<file path="src/rtt_ram.sv">
// generic single-port-write, single-port-read ram with registered read
module rtt_ram #(
  parameter int unsigned WIDTH = 8,
  parameter int unsigned DEPTH = 16
) (
  input  logic                     clk_i,
  input  logic                     we_i,
  input  logic [$clog2(DEPTH)-1:0] waddr_i,
  input  logic [WIDTH-1:0]         wdata_i,
  input  logic                     re_i,
  input  logic [$clog2(DEPTH)-1:0] raddr_i,
  output logic [WIDTH-1:0]         rdata_o
);

  logic [WIDTH-1:0] mem_q [DEPTH];
  logic [WIDTH-1:0] rdata_q;

  always_ff @(posedge clk_i) begin
    if (we_i) begin
      mem_q[waddr_i] <= wdata_i;
    end
    if (re_i) begin
      rdata_q <= mem_q[raddr_i];
    end
  end

  assign rdata_o = rdata_q;

endmodule

</file>
<file path="config.mk">
export PLATFORM = sky130hd
export DESIGN_NAME = rtt_ram
export DESIGN_NICKNAME = d
export VERILOG_FILES = /design/src/rtt_ram.sv
export SDC_FILE = /design/constraint.sdc
export NUM_CORES = 1
export LEC_CHECK = 0
export BUFFER_PORTS_ARGS = -buffer_cell sky130_fd_sc_hd__buf_2
export CORE_ASPECT_RATIO = 0.6
export CORE_MARGIN = 5
export CORE_UTILIZATION = 60
export DETAILED_ROUTE_END_ITERATION = 6
export PLACE_DENSITY_LB_ADDON = 0.08
export SLEW_MARGIN = 20
export SYNTH_ARGS = -nofsm -noshare
export SYNTH_HDL_FRONTEND = slang
export SYNTH_SLANG_ARGS = --single-unit
export TNS_END_PERCENT = 10
</file>
<file path="constraint.sdc">
create_clock -name clk_i -period 2.3 [get_ports clk_i]
set_input_delay 0.345 -clock clk_i [delete_from_list [all_inputs] [get_ports clk_i]]
set_output_delay 0.345 -clock clk_i [all_outputs]
set_load 0.02 [all_outputs]
</file>
# --- Word level (Yosys, flattened, before mapping) ---
# Memories as Yosys holds them, arrays and structs flattened. A register that Yosys moved wholly into a read port is not among the register bits.
# Index checks and enable logic that the tools add are counted.
op_classes:
  muxes: 2
ops:
  columns: ["cell", "count"]
  rows:
  - ["2-to-1 mux 1 bit", 2]
word_totals:
  reg_bits: 0
  ram_bits: 128
  out_inout_bits: 8
  n_memories: 1
memory_table:
  columns: ["memory", "words", "width", "read_ports", "rd_ports_with_merged_regs", "wr", "line_no", "text"]
  rows:
  - ["mem_q", 16, 8, 1, 1, 1, "15", "logic [WIDTH-1:0] mem_q [DEPTH];"]

# --- Logic depth before layout (Yosys ltp) ---
depth:
  word_depth: 2
  mapped_depth: 5
  mapped_depth_nobuf: 3

# --- Least setup slack after synthesis ---
# No wires, ideal clock.
synth_timing:
  path_type: "input to register"
  from: "input waddr_i[2]"
  to: "memory mem_q[0][0], enable pin"
  setup_ns: 0.383
  arrival_ns: 1.455
  required_time_ns: 1.917
  setup_slack_ns: 0.462
  path_stages: 2
  path_buffers: 0
  cell_sequence: "or3b_2 nor3_1"
synth_lines:
  columns: ["item", "line_no", "text"]
  rows:
  - ["from (decl)", "8", "input logic [$clog2(DEPTH)-1:0] waddr_i,"]
  - ["to (decl)", "15", null]
# Straight into the memory's write port.

==> flow_summary.yaml <==
timing:
  hold_violations: 0
  min_period_over_period_pct: 66.1
  fin_skew_ns: 0.00677
  fmax_mhz: 658
  period_minus_slack_ns: 1.52
  slew_headroom_pct: 65.6
  drv_slew: 0
  rsz0062_at_grt: "false"
  max_slew.worst_pin.slew_ns: 0.512
  setup_violations: 0
  timing.setup.tns_ns: 0
logic_synthesis:
  yosysSeqAreaShare_pct: 78.1
  synth_top_area_share_pct: 78.1
  synth-warning-count: 0
  synth_cell_type_count: 18
  synth_flop_cell: "edfxtp_1"
  syn_area_per_cell_sq_um: 22.8
  async_flop_share_pct: 0
  syn-cell-area_sq_um: 5230
  ys_top_cells_by_area: "edfxtp_1, mux4_2, mux4_1, a22oi_1, nor2_1"
  yosysMostFrequentCell: "edfxtp_1"
  synth_edf_count: 136
  synth_seq_cells: 136
  syn_nets: 248
  syn_inst: 229
  synth_top_cell_by_area: "edfxtp_1"
  synth_common_cells: "edfxtp_1, mux4_2, a22oi_1, mux4_1, nor2_1"
clocking:
  h-tree-depth: 4
  tritoncts: "built"
  worstSkewPairLatency_ns: 0.41
  root_buffer: "clkbuf_16"
  numCtsBuffers: 17
  cts_setup_buffers: 0
  cts-resized-gates: 0
  clk_pin_slew_ns: 0.06
  cts_hold_buf: 0
  clock_sinks: 136
  cts_buffer_depth: 2
routing:
  avgRoutedWirePerCell_um: 25.3
  wirelength_mm: 10.4
  remaining_drc_errors: 0
  ant_nets: 0
  drt_iter0_markers: 291
  avgViaCountPerCell: 6.07
  dr.pass1.iters: 4
  vias: 2483
worst_setup_path:
  slowest_stage: "mux4_1"
  critPathKind: "input port to flop"
  startpoint_type: "input port"
  r2r-end: "rdata_o[5]"
  worstPathCellList: "buf_2 -> buf_12 -> mux4_1 -> a22oi_1 -> nand2_1"
  cp_max_fo: 32
  critPathRequiredTime_ns: 2.45
  ff2ff_setup_slack_ns: 0.83
  rr_worst_depth: 3
  arrival_ns: 1.67
  max_stage_delay_ns: 0.63
  crit_path_end_kind: "flop"
  r2r_start: "mem_q[2][5]"
final_layout:
  fin_nets: 303
  drive_above_1_share_pct: 31.6
  antennaDiodeCount: 0
  area_growth_pct: 18.5
  final_area_sq_um: 6200
die:
  io_pins: 27
  die_h_um: 82.3
  coreArea_sq_um: 8490
  die_w_um: 131
  die_area_sq_um: 10700
  rows: 26
  start_util_pct: 61.6
pwr:
  swShare_pct: 19.5
  total_power_w: 0.00584
  pwr-share-comb_pct: 4.7
  ir_worst_vdd_mv: 0.811
  pwr-share-seq_pct: 48.2
  switching_power_w: 0.00114
  clockPowerShare_pct: 47.1
  p_int_w: 0.00470
  power_density_nw_per_um2: 942
  static-leakage-power_nw: 2.12
global_routing:
  grt_util_met3_pct: 6.81
  grt_pass1_vias: 2476
  grt_pass1_wl_mm: 15.8
  grt_max_degree: 33
  grt_overflow: 0
  grt_antenna_before_repair: 0
  track_usage_pct: 22.0
  busiest_layer: "met1"
  met2_usage_pct: 30.2
  use_met1_pct: 34.3
place:
  placed_area_sq_um: 5590
  port_buffers: 26
  place.gp.congestion: 0.771
  dp.final_hpwl_mm: 6.41
status:
  status: "finished, final reports clean"
min_path:
  worstHoldStart: "re_i"
  hp-class: "input port to flop"
  min_path_cells: 1
  hold_end: "rdata_o[7]"
run:
  drv_cap: 0
==> placed cells by master, fill, tap and decap left out, types with 4 or more instances in the layout <==
master and count:
a22oi_1 16, buf_2 26, buf_4 18, bufinv_16 4, clkbuf_16 17, clkinv_2 4, edfxtp_1 136, mux4_1 14
mux4_2 18, nand2_1 9, nor2_1 13, nor3_1 4
==> how the worst max path moves through the flow <==
stage / from / to / slack (ns) / cells past startpoint
final: raddr_i[0] / rdata_o[2] / 0.78 / 5
after global placement: raddr_i[0] / rdata_o[2] / 0.35 / 5
after floorplan: waddr_i[2] / mem_q[0][0] / 0.46 / 2
after global routing: raddr_i[0] / rdata_o[3] / 0.76 / 5
after CTS: raddr_i[0] / rdata_o[2] / 0.79 / 5
after detailed placement: raddr_i[0] / rdata_o[2] / 0.35 / 5
==> flip-flops by register name, summed over array words and instances, names as in the netlist <==
signal   count
mem_q      128
rdata_o      8
==> layout make-up <==
class,instances,area [sq um]
multi-input cells,83,1060
clock inverters,15,184
clock buffers,17,425
well taps,112,140
fillers,490,2290
flip-flops and latches,136,4080
repair buffers,46,305
==> routing by layer <==
metal | wire length, um | up-vias
met5 | 0 | -
met2 | 4620 | 109
met4 | 33 | 0
met1 | 4730 | 1277
met3 | 973 | 2
li1 | - | 1095
==> cells by family after synthesis <==
logic type | after synthesis | synth area share, %
AOI/OAI and AO/OA | 16 | 2.30
and+or+nand+nor | 35 | 3.14
buffers and inverters | 10 | 1.65
muxes | 32 | 14.8
DFF | 136 | 78.1
==> power by group through the flow <==
stage	Clock (W)	Combinational [W]	Sequential [W]
6_report	0.00275	0.000273	0.00281
4_1_cts	0.00279	0.000277	0.00281
3_5_place_dp	0	0.000276	0.00286
2_1_floorplan	0	0.000141	0.00287
3_3_place_gp	0	0.000270	0.00286
5_1_grt	0.00292	0.000297	0.00281
==> metrics by stage <==
| step | instances | utilization, % | setup WS (ns) | hold slack (ns) |
|---|---|---|---|---|
| global route | 409 | 73.0 | 0.761 | 0.302 |
| floorplan | 229 | - | 0.462 | 0.444 |
| global placement | 377 | 65.8 | 0.355 | 0.726 |
| detailed placement | 377 | 65.8 | 0.351 | 0.733 |
| CTS | 409 | 73.0 | 0.786 | 0.299 |
| finish | 409 | 73.0 | 0.781 | 0.318 |
==> worst max-delay path, delay by kind of cell <==
kind | cells | cell delay [ns]
and+or+nand+nor | 1 | 0.07
buffers and inverters | 2 | 0.35
muxes | 1 | 0.63
AOI/OAI and AO/OA | 1 | 0.26
No activity file was read; power rests on OpenSTA's default activity.
